--- src/design/mrrc_pkg.sv ---
// Shared types and constants for the Modbus RTU read response checker.
// Holds the word structs, the status codes and the configuration register map.
// No dependencies.
package mrrc_pkg;

    localparam int MAX_REGISTERS_DEF = 16;
    localparam int COUNT_W           = 6;
    localparam int REG_COUNT_W       = 5;
    localparam int CFG_ADDR_W        = 3;
    localparam int CFG_DATA_W        = 32;

    localparam logic [15:0] CRC_INIT   = 16'hFFFF;
    localparam logic [15:0] CRC_POLY   = 16'hA001;
    localparam logic [7:0]  EXC_MASK   = 8'h80;
    localparam logic [7:0]  SLAVE_RST  = 8'h01;
    localparam logic [REG_COUNT_W-1:0] REG_COUNT_RST = REG_COUNT_W'(5);

    localparam logic REG_SLAVE_ADDRESS  = 1'b0;
    localparam logic REG_REGISTER_COUNT = 1'b1;

    typedef enum logic [2:0] {
        ST_OK          = 3'd0,
        ST_NO_RESPONSE = 3'd1,
        ST_BAD_ADDRESS = 3'd2,
        ST_TOO_SHORT   = 3'd3,
        ST_CRC_ERROR   = 3'd4,
        ST_EXCEPTION   = 3'd5
    } status_t;

    typedef struct packed {
        logic       func;
        logic [7:0] rx_byte;
    } in_word_t;

    typedef struct packed {
        logic [2:0] status;
        logic [7:0] data_byte;
        logic [7:0] exception_code;
        logic       last;
    } out_word_t;

    typedef struct packed {
        logic [7:0]             slave_address;
        logic [REG_COUNT_W-1:0] register_count;
    } cfg_t;

    typedef struct packed {
        logic                   valid;
        status_t                status;
        logic [7:0]             exception_code;
        logic [REG_COUNT_W-1:0] n_regs;
    } done_t;

endpackage

--- src/design/mrrc_cfg.sv ---
// Configuration registers behind the APB-style port.
// Depends on mrrc_pkg.
module mrrc_cfg (
    input  logic                           clk,
    input  logic                           rst_n,
    input  logic                           psel,
    input  logic                           penable,
    input  logic                           pwrite,
    input  logic [mrrc_pkg::CFG_ADDR_W-1:0] paddr,
    input  logic [mrrc_pkg::CFG_DATA_W-1:0] pwdata,
    output logic [mrrc_pkg::CFG_DATA_W-1:0] prdata,
    output logic                           pready,
    output mrrc_pkg::cfg_t                 cfg
);
    import mrrc_pkg::*;

    logic [7:0]             slave_address_reg;
    logic [REG_COUNT_W-1:0] register_count_reg;
    logic                   wr_fire;

    assign pready  = 1'b1;
    assign wr_fire = psel && penable && pwrite && pready;

    always_ff @(posedge clk or negedge rst_n)
    begin
        if (!rst_n)
        begin
            slave_address_reg  <= SLAVE_RST;
            register_count_reg <= REG_COUNT_RST;
        end
        else if (wr_fire)
        begin
            case (paddr[2])
                REG_SLAVE_ADDRESS:  slave_address_reg  <= pwdata[7:0];
                REG_REGISTER_COUNT: register_count_reg <= pwdata[REG_COUNT_W-1:0];
                default:            slave_address_reg  <= slave_address_reg;
            endcase
        end
    end

    always_comb
    begin
        case (paddr[2])
            REG_SLAVE_ADDRESS:  prdata = CFG_DATA_W'(slave_address_reg);
            REG_REGISTER_COUNT: prdata = CFG_DATA_W'(register_count_reg);
            default:            prdata = '0;
        endcase
    end

    assign cfg.slave_address  = slave_address_reg;
    assign cfg.register_count = register_count_reg;

endmodule

--- src/design/mrrc_frame.sv ---
// Frame tracker: byte count, CRC-16 accumulation, header and CRC capture,
// payload write port and the end-of-frame verdict. Depends on mrrc_pkg.
module mrrc_frame #(
    parameter int MAX_REGISTERS = mrrc_pkg::MAX_REGISTERS_DEF,
    parameter int AW            = 5
) (
    input  logic               clk,
    input  logic               rst_n,
    input  logic               accept,
    input  mrrc_pkg::in_word_t word,
    input  mrrc_pkg::cfg_t     cfg,
    output logic               wr_en,
    output logic [AW-1:0]      wr_addr,
    output logic [7:0]         wr_data,
    output mrrc_pkg::done_t    done
);
    import mrrc_pkg::*;

    function automatic logic [15:0] crc16_byte(input logic [15:0] crc_in,
                                               input logic [7:0]  b);
        logic [15:0] c;
        c = crc_in ^ {8'h00, b};
        for (int k = 0; k < 8; k++)
        begin
            if (c[0])
                c = (c >> 1) ^ CRC_POLY;
            else
                c = c >> 1;
        end
        return c;
    endfunction

    logic [COUNT_W-1:0]     byte_count_reg,   byte_count_next;
    logic [15:0]            crc_accum_reg,    crc_accum_next;
    logic [15:0]            received_crc_reg, received_crc_next;
    logic [7:0]             first_byte_reg,   first_byte_next;
    logic [7:0]             function_byte_reg, function_byte_next;
    logic [7:0]             third_byte_reg,   third_byte_next;

    logic [REG_COUNT_W-1:0] n_eff;
    logic [COUNT_W-1:0]     body;
    logic                   is_byte;
    logic                   is_eof;
    status_t                verdict;

    always_comb
    begin
        if (cfg.register_count == '0)
            n_eff = REG_COUNT_W'(1);
        else if (cfg.register_count > REG_COUNT_W'(MAX_REGISTERS))
            n_eff = REG_COUNT_W'(MAX_REGISTERS);
        else
            n_eff = cfg.register_count;
    end

    assign body    = COUNT_W'(3) + COUNT_W'({n_eff, 1'b0});
    assign is_byte = accept && !word.func;
    assign is_eof  = accept && word.func;

    always_comb
    begin
        if (byte_count_reg == '0)
            verdict = ST_NO_RESPONSE;
        else if (first_byte_reg != cfg.slave_address)
            verdict = ST_BAD_ADDRESS;
        else if (byte_count_reg < body + COUNT_W'(2))
            verdict = ST_TOO_SHORT;
        else if (crc_accum_reg != received_crc_reg)
            verdict = ST_CRC_ERROR;
        else if ((function_byte_reg & EXC_MASK) != 8'h00)
            verdict = ST_EXCEPTION;
        else
            verdict = ST_OK;
    end

    always_comb
    begin
        byte_count_next    = byte_count_reg;
        crc_accum_next     = crc_accum_reg;
        received_crc_next  = received_crc_reg;
        first_byte_next    = first_byte_reg;
        function_byte_next = function_byte_reg;
        third_byte_next    = third_byte_reg;
        wr_en              = 1'b0;
        if (is_byte)
        begin
            if (byte_count_reg < body)
            begin
                crc_accum_next = crc16_byte(crc_accum_reg, word.rx_byte);
                case (byte_count_reg)
                    COUNT_W'(0): first_byte_next    = word.rx_byte;
                    COUNT_W'(1): function_byte_next = word.rx_byte;
                    COUNT_W'(2): third_byte_next    = word.rx_byte;
                    default:     wr_en              = 1'b1;
                endcase
            end
            else if (byte_count_reg == body)
                received_crc_next[7:0] = word.rx_byte;
            else if (byte_count_reg == body + COUNT_W'(1))
                received_crc_next[15:8] = word.rx_byte;
            if (byte_count_reg != '1)
                byte_count_next = byte_count_reg + COUNT_W'(1);
        end
        else if (is_eof)
        begin
            byte_count_next    = '0;
            crc_accum_next     = CRC_INIT;
            received_crc_next  = '0;
            first_byte_next    = '0;
            function_byte_next = '0;
            third_byte_next    = '0;
        end
    end

    assign wr_addr = AW'(byte_count_reg - COUNT_W'(3));
    assign wr_data = word.rx_byte;

    assign done.valid          = is_eof;
    assign done.status         = verdict;
    assign done.exception_code = (verdict == ST_EXCEPTION) ? third_byte_reg : 8'h00;
    assign done.n_regs         = n_eff;

    always_ff @(posedge clk or negedge rst_n)
    begin
        if (!rst_n)
        begin
            byte_count_reg    <= '0;
            crc_accum_reg     <= CRC_INIT;
            received_crc_reg  <= '0;
            first_byte_reg    <= '0;
            function_byte_reg <= '0;
            third_byte_reg    <= '0;
        end
        else
        begin
            byte_count_reg    <= byte_count_next;
            crc_accum_reg     <= crc_accum_next;
            received_crc_reg  <= received_crc_next;
            first_byte_reg    <= first_byte_next;
            function_byte_reg <= function_byte_next;
            third_byte_reg    <= third_byte_next;
        end
    end

endmodule

--- src/design/mrrc_out.sv ---
// Payload memory, drain sequencer and output register.
// Depends on mrrc_pkg.
module mrrc_out #(
    parameter int MAX_REGISTERS = mrrc_pkg::MAX_REGISTERS_DEF,
    parameter int AW            = 5
) (
    input  logic                clk,
    input  logic                rst_n,
    input  logic                wr_en,
    input  logic [AW-1:0]       wr_addr,
    input  logic [7:0]          wr_data,
    input  mrrc_pkg::done_t     done,
    output logic                busy,
    output logic                out_valid,
    input  logic                out_stall,
    output mrrc_pkg::out_word_t out_word
);
    import mrrc_pkg::*;

    localparam int DEPTH = 2 * MAX_REGISTERS;

    logic [7:0]    mem [DEPTH];
    logic [7:0]    rd_data_reg;

    logic          out_valid_reg,  out_valid_next;
    logic [2:0]    status_reg,     status_next;
    logic [7:0]    exc_reg,        exc_next;
    logic          last_reg,       last_next;
    logic          is_data_reg,    is_data_next;
    logic          drain_reg,      drain_next;
    logic [AW-1:0] idx_reg,        idx_next;
    logic [AW-1:0] last_idx_reg,   last_idx_next;

    logic          out_load;
    logic          drain_fire;

    assign out_load   = !out_valid_reg || !out_stall;
    assign drain_fire = drain_reg && out_load;
    assign busy       = drain_reg || (out_valid_reg && out_stall);

    always_ff @(posedge clk)
    begin
        if (wr_en)
            mem[wr_addr] <= wr_data;
        if (drain_fire)
            rd_data_reg <= mem[idx_reg];
    end

    always_comb
    begin
        out_valid_next = out_valid_reg;
        status_next    = status_reg;
        exc_next       = exc_reg;
        last_next      = last_reg;
        is_data_next   = is_data_reg;
        drain_next     = drain_reg;
        idx_next       = idx_reg;
        last_idx_next  = last_idx_reg;
        if (out_load)
            out_valid_next = 1'b0;
        if (drain_fire)
        begin
            out_valid_next = 1'b1;
            status_next    = ST_OK;
            exc_next       = 8'h00;
            last_next      = (idx_reg == last_idx_reg);
            is_data_next   = 1'b1;
            idx_next       = idx_reg + AW'(1);
            if (idx_reg == last_idx_reg)
                drain_next = 1'b0;
        end
        else if (done.valid)
        begin
            if (done.status == ST_OK)
            begin
                drain_next    = 1'b1;
                idx_next      = '0;
                last_idx_next = AW'(COUNT_W'({done.n_regs, 1'b0}) - COUNT_W'(1));
            end
            else
            begin
                out_valid_next = 1'b1;
                status_next    = done.status;
                exc_next       = done.exception_code;
                last_next      = 1'b1;
                is_data_next   = 1'b0;
            end
        end
    end

    always_ff @(posedge clk or negedge rst_n)
    begin
        if (!rst_n)
        begin
            out_valid_reg <= 1'b0;
            drain_reg     <= 1'b0;
            idx_reg       <= '0;
            last_idx_reg  <= '0;
            status_reg    <= '0;
            exc_reg       <= '0;
            last_reg      <= 1'b0;
            is_data_reg   <= 1'b0;
        end
        else
        begin
            out_valid_reg <= out_valid_next;
            drain_reg     <= drain_next;
            idx_reg       <= idx_next;
            last_idx_reg  <= last_idx_next;
            status_reg    <= status_next;
            exc_reg       <= exc_next;
            last_reg      <= last_next;
            is_data_reg   <= is_data_next;
        end
    end

    assign out_valid               = out_valid_reg;
    assign out_word.status         = status_reg;
    assign out_word.data_byte      = is_data_reg ? rd_data_reg : 8'h00;
    assign out_word.exception_code = exc_reg;
    assign out_word.last           = last_reg;

endmodule

--- src/design/modbus_rtu_read_response_checker_unit.sv ---
// Modbus RTU function 03 response checker, top level.
// Depends on mrrc_pkg, mrrc_cfg, mrrc_frame and mrrc_out.
//
// Received bytes are taken one per clock cycle while in_stall is low: each
// byte updates the CRC-16 and the frame capture registers in the cycle it
// is accepted and produces no output word. An end-of-frame word ending in
// an error yields one status word and leaves the input free unless the
// receiver stalls that word. An end-of-frame word with a good frame streams
// the 2N payload bytes out of the payload memory through its single read
// port, one word per cycle while out_stall is low; in_stall stays high until
// the last byte is read out and whenever the output holds a stalled word.
module modbus_rtu_read_response_checker_unit #(
    parameter int MAX_REGISTERS = mrrc_pkg::MAX_REGISTERS_DEF
) (
    input  logic                           clk,
    input  logic                           rst_n,
    input  logic                           in_valid,
    output logic                           in_stall,
    input  mrrc_pkg::in_word_t             in_word,
    output logic                           out_valid,
    input  logic                           out_stall,
    output mrrc_pkg::out_word_t            out_word,
    input  logic                           psel,
    input  logic                           penable,
    input  logic                           pwrite,
    input  logic [mrrc_pkg::CFG_ADDR_W-1:0] paddr,
    input  logic [mrrc_pkg::CFG_DATA_W-1:0] pwdata,
    output logic [mrrc_pkg::CFG_DATA_W-1:0] prdata,
    output logic                           pready
);
    import mrrc_pkg::*;

    localparam int AW = $clog2(2 * MAX_REGISTERS);

    cfg_t          cfg;
    done_t         done;
    logic          accept;
    logic          busy;
    logic          wr_en;
    logic [AW-1:0] wr_addr;
    logic [7:0]    wr_data;

    assign in_stall = busy;
    assign accept   = in_valid && !busy;

    mrrc_cfg u_cfg (
        .clk     (clk),
        .rst_n   (rst_n),
        .psel    (psel),
        .penable (penable),
        .pwrite  (pwrite),
        .paddr   (paddr),
        .pwdata  (pwdata),
        .prdata  (prdata),
        .pready  (pready),
        .cfg     (cfg)
    );

    mrrc_frame #(
        .MAX_REGISTERS (MAX_REGISTERS),
        .AW            (AW)
    ) u_frame (
        .clk     (clk),
        .rst_n   (rst_n),
        .accept  (accept),
        .word    (in_word),
        .cfg     (cfg),
        .wr_en   (wr_en),
        .wr_addr (wr_addr),
        .wr_data (wr_data),
        .done    (done)
    );

    mrrc_out #(
        .MAX_REGISTERS (MAX_REGISTERS),
        .AW            (AW)
    ) u_out (
        .clk       (clk),
        .rst_n     (rst_n),
        .wr_en     (wr_en),
        .wr_addr   (wr_addr),
        .wr_data   (wr_data),
        .done      (done),
        .busy      (busy),
        .out_valid (out_valid),
        .out_stall (out_stall),
        .out_word  (out_word)
    );

endmodule

--- config.mk ---
export PLATFORM = sky130hd
export DESIGN_NAME = modbus_rtu_read_response_checker_unit
export DESIGN_NICKNAME = d
export VERILOG_FILES = /design/src/design/mrrc_pkg.sv /design/src/design/mrrc_cfg.sv /design/src/design/mrrc_frame.sv /design/src/design/mrrc_out.sv /design/src/design/modbus_rtu_read_response_checker_unit.sv
export SDC_FILE = /design/constraint.sdc
export NUM_CORES = 1
export LEC_CHECK = 0
export CORE_UTILIZATION = 45
export CTS_CLUSTER_DIAMETER = 40
export CTS_CLUSTER_SIZE = 25
export DETAILED_ROUTE_END_ITERATION = 6
export DONT_BUFFER_PORTS = 1
export PLACE_DENSITY = 0.66
export SYNTH_ARGS = -nofsm -noshare
export SYNTH_HDL_FRONTEND = slang
export SYNTH_SLANG_ARGS = --single-unit
export TNS_END_PERCENT = 5
--- constraint.sdc ---
create_clock -name clk -period 6.7 [get_ports clk]
set_input_delay 0.335 -clock clk [delete_from_list [all_inputs] [get_ports clk]]
set_output_delay 0.335 -clock clk [all_outputs]
set_load 0.01 [all_outputs]
==> metrics.yaml <==
critical_path:
  critical_path_class: "reg -> reg"
  crit-reg2reg-launch: "u_cfg.register_count_reg[3]"
  ff2ff_path_depth: 14
  data_arrival_time_of_the_critical_path_ps: 4700
  crit_path_start_kind: "flip-flop"
  worst_setup_path_endpoint: "u_out.mem[4][7]"
  r2r_slack_ps: 2190
  worstPathMaxFanout: 16
  worstSetupEndpointType: "flip-flop"
  critical_path.startpoint: "u_cfg.register_count_reg[3]"
  r2r_end: "u_out.mem[4][7]"
  required_ps: 6890
cts:
  path_clk_slew_ps: 60
  cts_buffers: 41
  insertion_delay_ps: 560
  clk_root_buffer_cell: "sky130_fd_sc_hd__clkbuf_16"
  clkSinkCount: 357
  clockBufferDepth: 3
  tritoncts: "done"
  clock_tree.htree_level_count: 2
  cts_post_setup_buffers_inserted: 0
place:
  placed_cells: 1310
  placed_wire_length_estimate_after_detailed_placement_um: 19600
  portBuffers: 0
  gpl.final_weighted_congestion: 0.772
sta:
  count_of_pins_over_their_slew_limit: 0
  finalSetupTns_ps: 0
  worst_pin_slew_ps: 1080
  setup-violations-final: 0
  period_minus_slack_ps: 4510
  grt_setup_unrepaired: "no"
  whs_ps: 19.0
  worst_clock_skew_ps: 33.3
  finalHoldViolations: 0
  max_slew_margin: 0.273
  achievable-frequency_mhz: 222
  period_utilization_post_route: 0.673
cells_and_area:
  layoutNonFillerInstCount: 1404
  largest_register_ff_count: 256
  drive_above_1_share: 0.259
  flow.area_growth_from_synthesis_pct: 13.1
  design.final.nets: 1001
  layout.filler_cells: 2653
  ant_diodes: 0
hold_path:
  worst_hold_path_type: "in -> reg"
synthesis:
  post_syn_area_per_cell_um2: 17.2
  synthCells: 900
  yosys_register_bits: 357
  synth_top_flop_cell: "sky130_fd_sc_hd__edfxtp_1"
  yosys.area.top_type: "sky130_fd_sc_hd__edfxtp_1"
  yosys_warnings: 0
  synthesis.area_um2: 15400
  synth_top_cells_by_area: "sky130_fd_sc_hd__edfxtp_1 51%, sky130_fd_sc_hd__dfrtp_1 12%, sky130_fd_sc_hd__mux4_2 12%"
  synth_edf_count: 264
  ys_types: 56
  async_flop_share: 0.261
  synth_sequential_area_ratio: 0.665
  synth.top_cell.area_share: 0.513
floorplanning:
  io-pin-count: 106
  design.die.area_um2: 35100
  die_h_um: 187
  core.rowCount: 67
  chipWidth_um: 187
  coreArea_um2: 33600
  floorplan.initialDensity: 0.460
detailed_routing:
  initial_drc_count: 609
  drt_drc_violations_left: 0
  routed_via_density: 5.62
  routed-via-count: 7896
  detail_route.first_pass.iterations: 5
  route.antenna.remaining_nets: 0
  routed_wire_length_per_instance_um: 22.9
  detail_route.wirelength_um: 32100
job:
  cap_viol_max_count: 0
grt:
  number_of_antenna_violations_at_the_first_check_in_global_routing: 0
  gr-total-overflow: 0
  grt_max_degree: 94
  grtUsageTotal: 0.188
  number_of_global_route_vias_before_repair: 8102
  grt_pass1_wl_um: 49600
power_and_ir_drop:
  pwr_density_cell_nw_per_um2: 351
  power.leakage_nw: 6.15
  peakVddDrop_uv: 225
  finalPower_mw: 6.13
status:
  status: "completed"
## metal layers
| layer | part of all wire | global-route usage | up-vias | wire length, µm |
|---|---|---|---|---|
| met2 | 0.46 | 0.283 | 282 | 14700 |
| met3 | 0.076 | 0.0396 | 57 | 2450 |
| met1 | 0.44 | 0.275 | 4059 | 14300 |
| met5 | 0 | 0 | - | 0 |
| li1 | - | - | 3498 | - |
| met4 | 0.023 | 0.0555 | 0 | 728 |
## worst min-delay path by stage
| stage | startpoint | to | slack, ps | depth (start not counted) |
|---|---|---|---|---|
| after floorplan | rst_n | u_cfg.register_count_reg[1] | 40 | 0 |
| after global placement | rst_n | u_cfg.slave_address_reg[6] | 40 | 0 |
| after detailed placement | rst_n | u_cfg.slave_address_reg[6] | 40 | 0 |
| after CTS | out_stall | u_out.drain_reg | 8 | 2 |
| after global routing | out_stall | u_out.drain_reg | 50 | 2 |
| final | out_stall | u_out.drain_reg | 20 | 2 |
## per-stage QoR
step | cell area (µm²) | util | worst slack [ps]
6_report | 17500 | 0.520 | 2190
5_1_grt | 17500 | 0.520 | 1760
4_1_cts | 17500 | 0.520 | 2180
3_5_place_dp | 15800 | 0.469 | 2180
3_3_place_gp | 15800 | 0.469 | 2200
2_1_floorplan | 15500 | - | 3250
## logic make-up after synthesis
kind of cell             synth area share
AO/OA/AOI/OAI                      0.0450
XOR/XNOR                           0.0338
adder cells (fa/ha/maj)            0.0202
buffers and inverters              0.0288
flip-flops                          0.665
multiplexers                        0.159
other                            0.000486
AND/OR/NAND/NOR                    0.0471
## synth_stat cells, types with 3 or more instances
cell and n:
sky130_fd_sc_hd__mux2_2 52, sky130_fd_sc_hd__nand4_1 5, sky130_fd_sc_hd__and2_1 20, sky130_fd_sc_hd__nor3_1 6
sky130_fd_sc_hd__dfstp_2 19, sky130_fd_sc_hd__nor2_1 44, sky130_fd_sc_hd__dfrtp_1 74, sky130_fd_sc_hd__o21a_1 4
sky130_fd_sc_hd__or3_1 3, sky130_fd_sc_hd__and3_1 3, sky130_fd_sc_hd__buf_2 5, sky130_fd_sc_hd__edfxtp_1 264
sky130_fd_sc_hd__a22o_1 9, sky130_fd_sc_hd__nor2b_1 3, sky130_fd_sc_hd__a21oi_1 17, sky130_fd_sc_hd__ha_1 25
sky130_fd_sc_hd__o21ai_0 19, sky130_fd_sc_hd__clkbuf_1 28, sky130_fd_sc_hd__nand2_1 20, sky130_fd_sc_hd__o22a_1 16
sky130_fd_sc_hd__nor4_1 7, sky130_fd_sc_hd__nand3_1 8, sky130_fd_sc_hd__a32oi_1 3, sky130_fd_sc_hd__nand2b_1 9
sky130_fd_sc_hd__mux2i_1 4, sky130_fd_sc_hd__buf_4 27, sky130_fd_sc_hd__xnor2_1 25, sky130_fd_sc_hd__and4_1 3
sky130_fd_sc_hd__a21o_1 4, sky130_fd_sc_hd__inv_1 19, sky130_fd_sc_hd__a32o_1 9, sky130_fd_sc_hd__mux4_2 80
sky130_fd_sc_hd__buf_1 4, sky130_fd_sc_hd__a31oi_1 3, sky130_fd_sc_hd__xor2_1 32
## final cells by class
cell class / count / area (µm²) / area share
Clock buffer: 42 / 1030 / 0.0589
Clock inverter: 32 / 378 / 0.0216
Inverter: 20 / 75.1 / 0.00430
Multi-Input combinational cell: 480 / 4810 / 0.275
Sequential cell: 357 / 10300 / 0.589
Tap cell: 448 / 561 / 0.0321
Timing Repair Buffer: 25 / 335 / 0.0192
## what timing repair did
action,in CTS,in global routing
resized for setup,0,0
hold buffers,20,0
endpoints found under the hold margin,373,0
## cell usage in the layout (no fill, tap or decap), types with 16 or more instances in the layout
cell	n
sky130_fd_sc_hd__mux2_2	52
sky130_fd_sc_hd__nor2_1	44
sky130_fd_sc_hd__inv_1	19
sky130_fd_sc_hd__conb_1	25
sky130_fd_sc_hd__dfstp_2	19
sky130_fd_sc_hd__ha_1	25
sky130_fd_sc_hd__dfrtp_1	72
sky130_fd_sc_hd__nand2_1	20
sky130_fd_sc_hd__and2_1	20
sky130_fd_sc_hd__xnor2_1	25
sky130_fd_sc_hd__o21ai_0	18
sky130_fd_sc_hd__mux4_2	80
sky130_fd_sc_hd__edfxtp_1	264
sky130_fd_sc_hd__a21oi_1	17
sky130_fd_sc_hd__o22a_1	16
sky130_fd_sc_hd__xor2_1	32
sky130_fd_sc_hd__clkbuf_16	41
## power breakdown
part / total, mW / switching (mW) / internal, mW
Clock: 2.28 / 0.987 / 1.29
Sequential: 2.71 / 0.188 / 2.52
Combinational: 1.14 / 0.528 / 0.614
Total: 6.13 / 1.70 / 4.42
## critical path, stage by stage (launching register included)
cell                       delay [ps]
sky130_fd_sc_hd__dfrtp_1          430
sky130_fd_sc_hd__nor3_1           190
sky130_fd_sc_hd__nor2_1            50
sky130_fd_sc_hd__nor2_1           400
sky130_fd_sc_hd__inv_1            200
sky130_fd_sc_hd__ha_1             370
sky130_fd_sc_hd__inv_1             60
sky130_fd_sc_hd__ha_1             280
sky130_fd_sc_hd__and4_1           180
sky130_fd_sc_hd__a21oi_1          170
sky130_fd_sc_hd__o211ai_1         110
sky130_fd_sc_hd__buf_4            220
sky130_fd_sc_hd__a21oi_1          320
sky130_fd_sc_hd__nand2_1          410
sky130_fd_sc_hd__nor2_1           760
Note: power is estimated with default switching activity, not from simulation.
